<file path="src/sv/npcs_pkg.sv">
// Package: shared constants, types and codes for the nearest palette color search.
`timescale 1ns / 1ps
package npcs_pkg;

  localparam int PALETTE_ENTRIES = 256;
  localparam int INDEX_SPAN      = 256;
  localparam int SEARCH_LIMIT    = (PALETTE_ENTRIES < INDEX_SPAN) ? PALETTE_ENTRIES : INDEX_SPAN;
  localparam int ADDR_W          = $clog2(PALETTE_ENTRIES);
  localparam int CNT_W           = $clog2(SEARCH_LIMIT);
  localparam int CHAN_W          = 8;
  localparam int SQ_W            = 2 * CHAN_W;
  localparam int DIST_W          = 18;
  localparam int IDX_W           = 8;

  typedef enum logic {
    CMD_LOAD  = 1'b0,
    CMD_QUERY = 1'b1
  } npcs_cmd_t;

  typedef struct packed {
    logic [CHAN_W-1:0] alpha;
    logic [CHAN_W-1:0] blue;
    logic [CHAN_W-1:0] green;
    logic [CHAN_W-1:0] red;
  } npcs_pixel_t;

  typedef struct packed {
    logic             valid;
    logic             first;
    logic             last;
    logic [CNT_W-1:0] idx;
  } npcs_tag_t;

  typedef struct packed {
    logic [CNT_W-1:0]  idx;
    logic [DIST_W-1:0] distance;
  } npcs_result_t;

endpackage

</file>
<file path="src/sv/npcs_dist_unit.sv">
// Distance pipeline: squared channel differences, sum, and running minimum.
`timescale 1ns / 1ps
module npcs_dist_unit
  import npcs_pkg::*;
(
  input  logic         clk,
  input  logic         rst_n,
  input  npcs_tag_t    rd_tag,
  input  npcs_pixel_t  rd_word,
  input  npcs_pixel_t  pixel,
  output logic         done,
  output npcs_result_t best
);

  npcs_tag_t         tag0_r, tag1_r, tag2_r;
  logic [SQ_W-1:0]   sq_r [4];
  logic [DIST_W-1:0] sum_r;
  npcs_result_t      best_r;
  logic              done_r;
  logic [SQ_W-1:0]   sq_nxt [4];
  logic [DIST_W-1:0] sum_nxt;

  function automatic logic [SQ_W-1:0] chan_sq(input logic [CHAN_W-1:0] a,
                                               input logic [CHAN_W-1:0] b);
    logic [CHAN_W-1:0] d;
    d = (a > b) ? (a - b) : (b - a);
    return SQ_W'(d) * SQ_W'(d);
  endfunction

  always_comb begin
    sq_nxt[0] = chan_sq(rd_word.red,   pixel.red);
    sq_nxt[1] = chan_sq(rd_word.green, pixel.green);
    sq_nxt[2] = chan_sq(rd_word.blue,  pixel.blue);
    sq_nxt[3] = chan_sq(rd_word.alpha, pixel.alpha);
    sum_nxt   = DIST_W'(sq_r[0]) + DIST_W'(sq_r[1]) + DIST_W'(sq_r[2]) + DIST_W'(sq_r[3]);
  end

  always_ff @(posedge clk) begin
    if (!rst_n) begin
      tag0_r <= '0;
      tag1_r <= '0;
      tag2_r <= '0;
      done_r <= 1'b0;
    end else begin
      tag0_r <= rd_tag;
      tag1_r <= tag0_r;
      tag2_r <= tag1_r;
      done_r <= tag2_r.valid && tag2_r.last;
    end
  end

  always_ff @(posedge clk) begin
    sq_r  <= sq_nxt;
    sum_r <= sum_nxt;
    if (tag2_r.valid && (tag2_r.first || (sum_r < best_r.distance))) begin
      best_r.distance <= sum_r;
      best_r.idx      <= tag2_r.idx;
    end
  end

  assign done = done_r;
  assign best = best_r;

endmodule

</file>
<file path="config.mk">
export PLATFORM = sky130hd
export DESIGN_NAME = npcs_dist_unit
export DESIGN_NICKNAME = d
export VERILOG_FILES = /design/src/sv/npcs_pkg.sv /design/src/sv/npcs_dist_unit.sv
export SDC_FILE = /design/constraint.sdc
export NUM_CORES = 1
export LEC_CHECK = 0
export BUFFER_PORTS_ARGS = -buffer_cell sky130_fd_sc_hd__buf_2
export CAP_MARGIN = 15
export CORE_AREA = 8 8 187 189
export DETAILED_ROUTE_END_ITERATION = 7
export DIE_AREA = 0 0 195 197
export MAX_ROUTING_LAYER = met4
export SLEW_MARGIN = 40
export SYNTH_ARGS = -nofsm -noshare
export SYNTH_HDL_FRONTEND = slang
export SYNTH_SLANG_ARGS = --single-unit
export TNS_END_PERCENT = 100
</file>
<file path="constraint.sdc">
create_clock -name clk -period 7.4 [get_ports clk]
set_input_delay 1.48 -clock clk [delete_from_list [all_inputs] [get_ports clk]]
set_output_delay 1.48 -clock clk [all_outputs]
set_load 0.01 [all_outputs]
</file>
; ---- Word level (Yosys, flattened, before mapping)
; Cells that the tools add are included.
[word_totals]
reg_bits = 142
latchBits = 0
ram_bits = 0
rom_bits = 0
output_inout_bits = 27
n_memories = 0
[classes]
addsub = 11
multipliers = 4
div_mod_pow = 0
order_cmp = 5
eq_ne = 0
shift = 0
muxes = 4
bitwise = 0
reduce_logical = 3
[op_table]
columns = cell, n
row1 = 8-bit by 8-bit multiplier with 16-bit output, 4
row2 = 8-bit subtractor, 8
row3 = 8-bit greater-than comparator, 4
row4 = 8-bit two-way mux, 4
row5 = 17-bit by 16-bit adder with 18-bit output, 1
row6 = 18-bit by 16-bit adder with 18-bit output, 1
row7 = 18-bit < comparator, 1
row8 = 16-bit by 16-bit adder with 17-bit output, 1
row9 = 1-bit logical AND, 2
row10 = 1-bit logical OR, 1

; ---- Depth between registers and ports, before layout
; Gate-level depths: netlist (run 1).
[logic_depth]
ltp_word = 3
mapped_depth = 27
depth_no_buf = 27

; ---- Worst setup path after synthesis (run 1)
; Ideal clock, no wire load.
[synth_path]
kind = input-to-reg
startpoint = input port rd_word[8] (netlist bit)
endpoint = register sq_r[47] (netlist bit)
setup_time_ns = 0.132
arrival_ns = 7.196
required_ns = 7.268
path_slack_ns = 0.072
stages = 26
path_buffers = 1
path_cell_list = inv_1 -> ha_1 -> inv_1 -> fa_1 -> nand3_2 -> a211oi_4 -> o31ai_4 -> mux2i_1 -> a221oi_1 -> or3_1 -> clkbuf_1 -> nor2_1 -> fa_1 -> fa_1 -> inv_1 -> fa_1 -> fa_1 -> inv_1 -> ha_1 -> o21a_1 -> nor2_1 -> nor2b_1 -> a211oi_1 -> nor2_1 -> o41ai_1 -> xor2_1
[synth_rtl]
columns = item, line_no
row1 = "start, declared", npcs_dist_unit.sv:9  ; input npcs_pixel_t rd_word,
row2 = "end signal, assigned", npcs_dist_unit.sv:53  ; sq_r <= sq_nxt;
row3 = "end, declared", npcs_dist_unit.sv:16  ; logic [SQ_W-1:0] sq_r [4];

==> flow_summary.yaml, run 1 <==
die:
  core_area_sq_um: 32040
  fp.dieW_um: 195
  dieArea_sq_um: 38420
  io_pins: 104
  die_y_um: 197
  start_util: 0.4413
  rows: 66
route:
  ant_nets: 0
  avgViaCountPerCell: 4.865
  dr_wl_met3_um: 903
  routed-via-count: 10367
  drt-met1-wl_um: 13920
  wl_um: 28110
  dr_wl_met2_um: 12910
  first_iter_violations: 406
  highest_layer: "met4"
  firstDrtPassIters: 5
  post_drt_wl_per_cell_um: 13.19
  drc: 0
cts:
  h-tree-depth: 4
  root_buffer: "clkbuf_16"
  cts_tree: "done"
  cts.reportedPaths.clkPinSlew_ps: 60
  clock-sinks: 138
  cts_made_buffers: 17
  clock_path_buffers: 2
  insertion_delay_ps: 420
global_route:
  overflow: 0
  grt_pass1_vias: 10649
  grt_pass1_wl_um: 48630
  grt_max_degree: 35
  grt_use_total: 0.1535
  antenna_found_initial: 0
critical_path:
  cp.arrival_ps: 7370
  reg2reg_to: "sum_r[17]$_DFF_P_"
  rr_startpoint: "sq_r[2]$_DFF_P_"
  start_kind: "input port"
  path_max_fanout: 7
  required_ps: 7740
  r2r_setup_slack_ps: 3960
  cp-end-kind: "flop"
  path_class: "input port to flop"
  ff2ff_path_depth: 12
cells_and_area:
  seq_area_sq_um: 3023
  drive_gt1_frac: 0.1613
  final_cell_mix: "inv_1 (271), ha_1 (218), fa_1 (138)"
  fin_cells: 2131
  nFillCells: 2991
  nets: 2143
  final_common_cell: "inv_1"
  multi_input_area_sq_um: 9981
  area_growth_pct: 16.63
  diodes: 0
place:
  detailed_place_hpwl_um: 24330
  portBuffers: 103
  finalWeightedCongestion: 0.8855
  dp_cells: 2099
logic_synthesis:
  synth-edff-count: 26
  yosys-top-cells-area: "fa_1 (20%), ha_1 (19%), dfxtp_1 (16%), inv_1 (7.2%), edfxtp_1 (5.5%)"
  yosys.area.top_type: "fa_1"
  synth_top_area_frac: 0.1954
  avgSynthCellArea_sq_um: 9.402
  synth_seq_cells: 138
  synth-seq-area-share: 0.2138
  yosysWarnings: 0
  syn-instance-count: 1504
  netlist_area_sq_um: 14140
  yosysUniqueCellTypes: 76
  synth_ff_type: "dfxtp_1"
  synthArstFlopShare: 0
run:
  maxCapViolCount: 0
sta:
  finalCriticalPeriod_ps: 7026
  grt_setup_unrepaired: "false"
  tightestPinTransition_ps: 653.1
  drv_slew: 0
  fin_crit_sh: 0.9494
  setup_viol: 0
  max-slew-margin-rel: 0.5521
  fmaxAchievable_ghz: 0.1423
  final-hold-violation-count: 0
  skew_ps: 10.48
outcome:
  status: "finished clean"
worst_hold_path:
  holdPathEnd: "best[25]$_DFFE_PP_"
  min_path_type: "flop to flop"
  worstHoldPathCells: 0
  min_from: "tag2_r[7]$_SDFF_PN0_"
## critical path, cell delays in order
cell and delay (ps):
buf_2 110, inv_1 50, ha_1 160, inv_1 50
fa_1 380, a21o_1 190, a31o_2 250, a21oi_1 220
a21oi_2 170, mux2i_1 250, xor2_1 140, buf_4 190
nand2b_1 180, fa_1 390, inv_1 70, fa_1 410
ha_1 290, inv_1 50, fa_1 540, inv_1 50
ha_1 320, a21oi_1 210, nor2b_1 90, or4_1 450
a41o_1 280, o41ai_2 230, xnor2_1 150
## state kept, by name, summed over array words and instances (netlist names)
signal	flops
best	26
done	1
sq_r	60
sum_r	18
tag0_r	11
tag1_r	11
tag2_r	11
## Yosys cell counts (3+ instances only)
master / n
nand2_1: 36
a21oi_1: 77
inv_1: 271
nand3b_1: 6
and3_1: 5
o21a_1: 18
a21o_1: 48
xor2_1: 33
ha_1: 218
or3_1: 4
nand2b_1: 26
mux2i_1: 20
xnor2_2: 3
and2_1: 39
edfxtp_1: 26
dfxtp_1: 112
a211oi_1: 6
o41ai_1: 5
o21ai_0: 36
nor2_1: 127
o21ai_1: 3
clkbuf_1: 20
inv_2: 6
nor2b_1: 15
o21bai_1: 10
nand3_1: 9
buf_2: 5
or2_1: 12
a31oi_1: 9
a21boi_0: 4
xnor2_1: 57
o211ai_1: 3
fa_1: 138
or4_1: 6
nand4_1: 15
a221oi_1: 6
nor3_1: 21
## final cells by class
cell class	count	area share
clock inverter	15	0.01047
multi-input combinational	1063	0.6051
clock buffer	17	0.02579
timing repair buffer	213	0.08132
tap	408	0.03095
sequential	138	0.1833
inverter	277	0.06304
## routing by layer
metal  global-route usage  up-vias
li1                     -     5319
met1               0.1997     4851
met2               0.2502      169
met3              0.02575       28
met4              0.03172        0
met5                    -        -
## per-stage QoR
step | worst slack, ps | cell area (sq um) | TNS, ps | utilization | hold WS, ps
after global placement | 1.286 | 15880 | 0 | 0.4955 | 386.9
after detailed placement | -66.69 | 15880 | -111.7 | 0.4955 | 388.7
after global routing | 8.153 | 16490 | 0 | 0.5148 | 406.2
final | 374.2 | 16490 | 0 | 0.5148 | 404.8
after floorplan | 72.16 | 14140 | 0 | - | 385.5
after CTS | 279.0 | 16480 | 0 | 0.5142 | 403.8
## cell families after synthesis
family                   count (synthesis)  share of synthesized area
adder cells (fa/ha/maj)                356                     0.3883
AND/OR/NAND/NOR                        333                     0.1183
buffers and inverters                  304                    0.08220
AO/OA/AOI/OAI                          254                     0.1195
flip-flops                             138                     0.2138
XOR/XNOR                                95                    0.06149
multiplexers                            22                    0.01593
other                                    2                  0.0005311
## timing repair
action / 4_1_cts / 5_1_grt
hold buffers: 0 / 0
gates resized for setup: 0 / 4
endpoints found under the setup margin: 0 / 3
setup buffers: 0 / 0
## worst max-delay path by stage
stage | start | cells past startpoint | slack, ps | endpoint
2_1_floorplan | rd_word[8] | 26 | 70 | sq_r[47]$_DFF_P_
3_3_place_gp | rd_word[24] | 27 | 1 | sq_r[14]$_DFF_P_
3_5_place_dp | rd_word[24] | 24 | -70 | sq_r[14]$_DFF_P_
4_1_cts | rd_word[24] | 27 | 280 | sq_r[14]$_DFF_P_
5_1_grt | rd_word[9] | 25 | 8 | sq_r[47]$_DFF_P_
6_report | rd_word[24] | 27 | 370 | sq_r[14]$_DFF_P_
Power of run 1 is left out: the tool's default activity adds up to more than one toggle a clock period on the data nets, which glitch-free logic cannot reach.
==> run 2: changes to the inputs <==
CORE_AREA = 8 8 178 180   (was 8 8 187 189)
DIE_AREA = 0 0 186 188   (was 0 0 195 197)
PLACE_DENSITY = 0.7   (was not set)
==> run 2 against run 1 <==
Compared with the run above: global-route usage up 1.7 points; worst setup slack gained 12 ps; sequential share of layout area up 0.25 points; critical endpoint unchanged; critical path type unchanged; final cell count shrank 2.0%; cell area decreased by 1.4%; utilization grew 4.6 points; via count rose by 1.2%; highest routed layer unchanged.
==> flow_summary.yaml, run 2 (synthesized netlist as in run 1, its figures left out) <==
cells_and_area:
  area_growth_pct: 15.04
  drive_gt1_frac: 0.1483
  diodes: 0
  largest-register: "sq_r"
  largest_reg_flops: 60
  final_common_cell: "inv_1"
  nets: 2119
  nFillCells: 2616
  final_cell_mix: "inv_1 (271), ha_1 (218), fa_1 (138)"
cts:
  cts_tree: "done"
  insertion_delay_ps: 420
  clock_path_buffers: 2
  hold_buffers: 0
  h-tree-depth: 4
  post_cts_resized: 0
  cts.reportedPaths.clkPinSlew_ps: 60
  cts_made_buffers: 17
  postCtsSetupRepairBufs: 0
  clock-sinks: 138
  root_buffer: "clkbuf_16"
route:
  dr_wl_met2_um: 13390
  highest_layer: "met4"
  first_iter_violations: 383
  wl_um: 27720
  avgViaCountPerCell: 5.021
  drt-met1-wl_um: 12830
  ant_nets: 0
  dr_wl_met3_um: 1134
  post_drt_wl_per_cell_um: 13.27
  firstDrtPassIters: 5
  drc: 0
  routed-via-count: 10489
die:
  fp.dieW_um: 186
  rows: 63
  core_area_sq_um: 29010
  die_y_um: 188
  start_util: 0.4875
  io_pins: 104
  dieArea_sq_um: 34970
sta:
  fin_crit_sh: 0.9478
  fmaxAchievable_ghz: 0.1426
  max-slew-margin-rel: 0.5970
  setup_viol: 0
  fin_ws_ps: 386.1
  grt_setup_unrepaired: "false"
  finalCriticalPeriod_ps: 7014
  final-hold-violation-count: 0
  skew_ps: 7.707
  drv_slew: 0
  tightestPinTransition_ps: 600.1
run:
  maxCapViolCount: 0
place:
  portBuffers: 103
  detailed_place_hpwl_um: 23930
  finalWeightedCongestion: 0.9129
  pre_cts_ws_ps: -87.83
worst_hold_path:
  min_path_type: "flop to flop"
global_route:
  grt_pass1_wl_um: 48560
  grt_max_degree: 35
  antenna_found_initial: 0
  grt_pass1_vias: 10755
  grt_use_total: 0.1703
  overflow: 0
critical_path:
  cp.arrival_ps: 7370
  required_ps: 7750
  path_max_fanout: 3
  start_kind: "input port"
  cp-end-kind: "flop"
  path_class: "input port to flop"
outcome:
  status: "finished clean"
[run 2: area by class of cell]
cell class                 count  area (sq um)  area share
clock buffer                  18         450.4     0.02769
clock inverter                14         140.1    0.008614
inverter                     277          1040     0.06391
multi-input combinational   1063          9966      0.6126
sequential                   138          3023      0.1858
tap                          390         488.0     0.03000
timing repair buffer         189          1161     0.07137
[run 2: stage by stage]
stage / TNS (ps) / hold WS, ps / area, sq um / std cells / utilization
2_1_floorplan: 0 / 385.5 / 14140 / 1505 / -
3_3_place_gp: 0 / 387.2 / 15680 / 2057 / 0.5404
3_5_place_dp: -178.7 / 392.0 / 15680 / 2057 / 0.5404
4_1_cts: 0 / 405.7 / 16270 / 2089 / 0.5607
5_1_grt: 0 / 413.1 / 16270 / 2089 / 0.5608
6_report: 0 / 405.6 / 16270 / 2089 / 0.5608
[run 2: worst paths after layout]
check,startpoint,slack (ps),to,depth (start not counted)
max,rd_word[24],390,sq_r[14]$_DFF_P_,24
min,tag2_r[2]$_SDFF_PN0_,410,best[20]$_DFFE_PP_,0
max reg2reg,sq_r[2]$_DFF_P_,3900,sum_r[17]$_DFF_P_,12
min reg2reg,tag2_r[2]$_SDFF_PN0_,410,best[20]$_DFFE_PP_,0
[run 2: worst max-delay path, cell delays in order]
cell and delay [ps]:
buf_2 110, inv_1 50, ha_1 160, inv_1 60, fa_1 400, a21o_1 190
a31o_2 250, a21oi_1 240, buf_4 170, mux2i_1 220, o22a_1 190, o21ai_0 170
inv_1 120, fa_1 450, fa_1 550, inv_1 60, fa_1 500, fa_1 540
inv_1 40, ha_1 190, or4_1 500, a41o_1 270, o41ai_1 300, xnor2_1 160
[run 2: layer usage]
layer  up-vias  GRT usage
met5         -          -
met4         0    0.03910
met2       206     0.2825
met1      4961     0.2170
met3        32    0.02439
li1       5290          -
Power of run 2 is left out for the same reason.
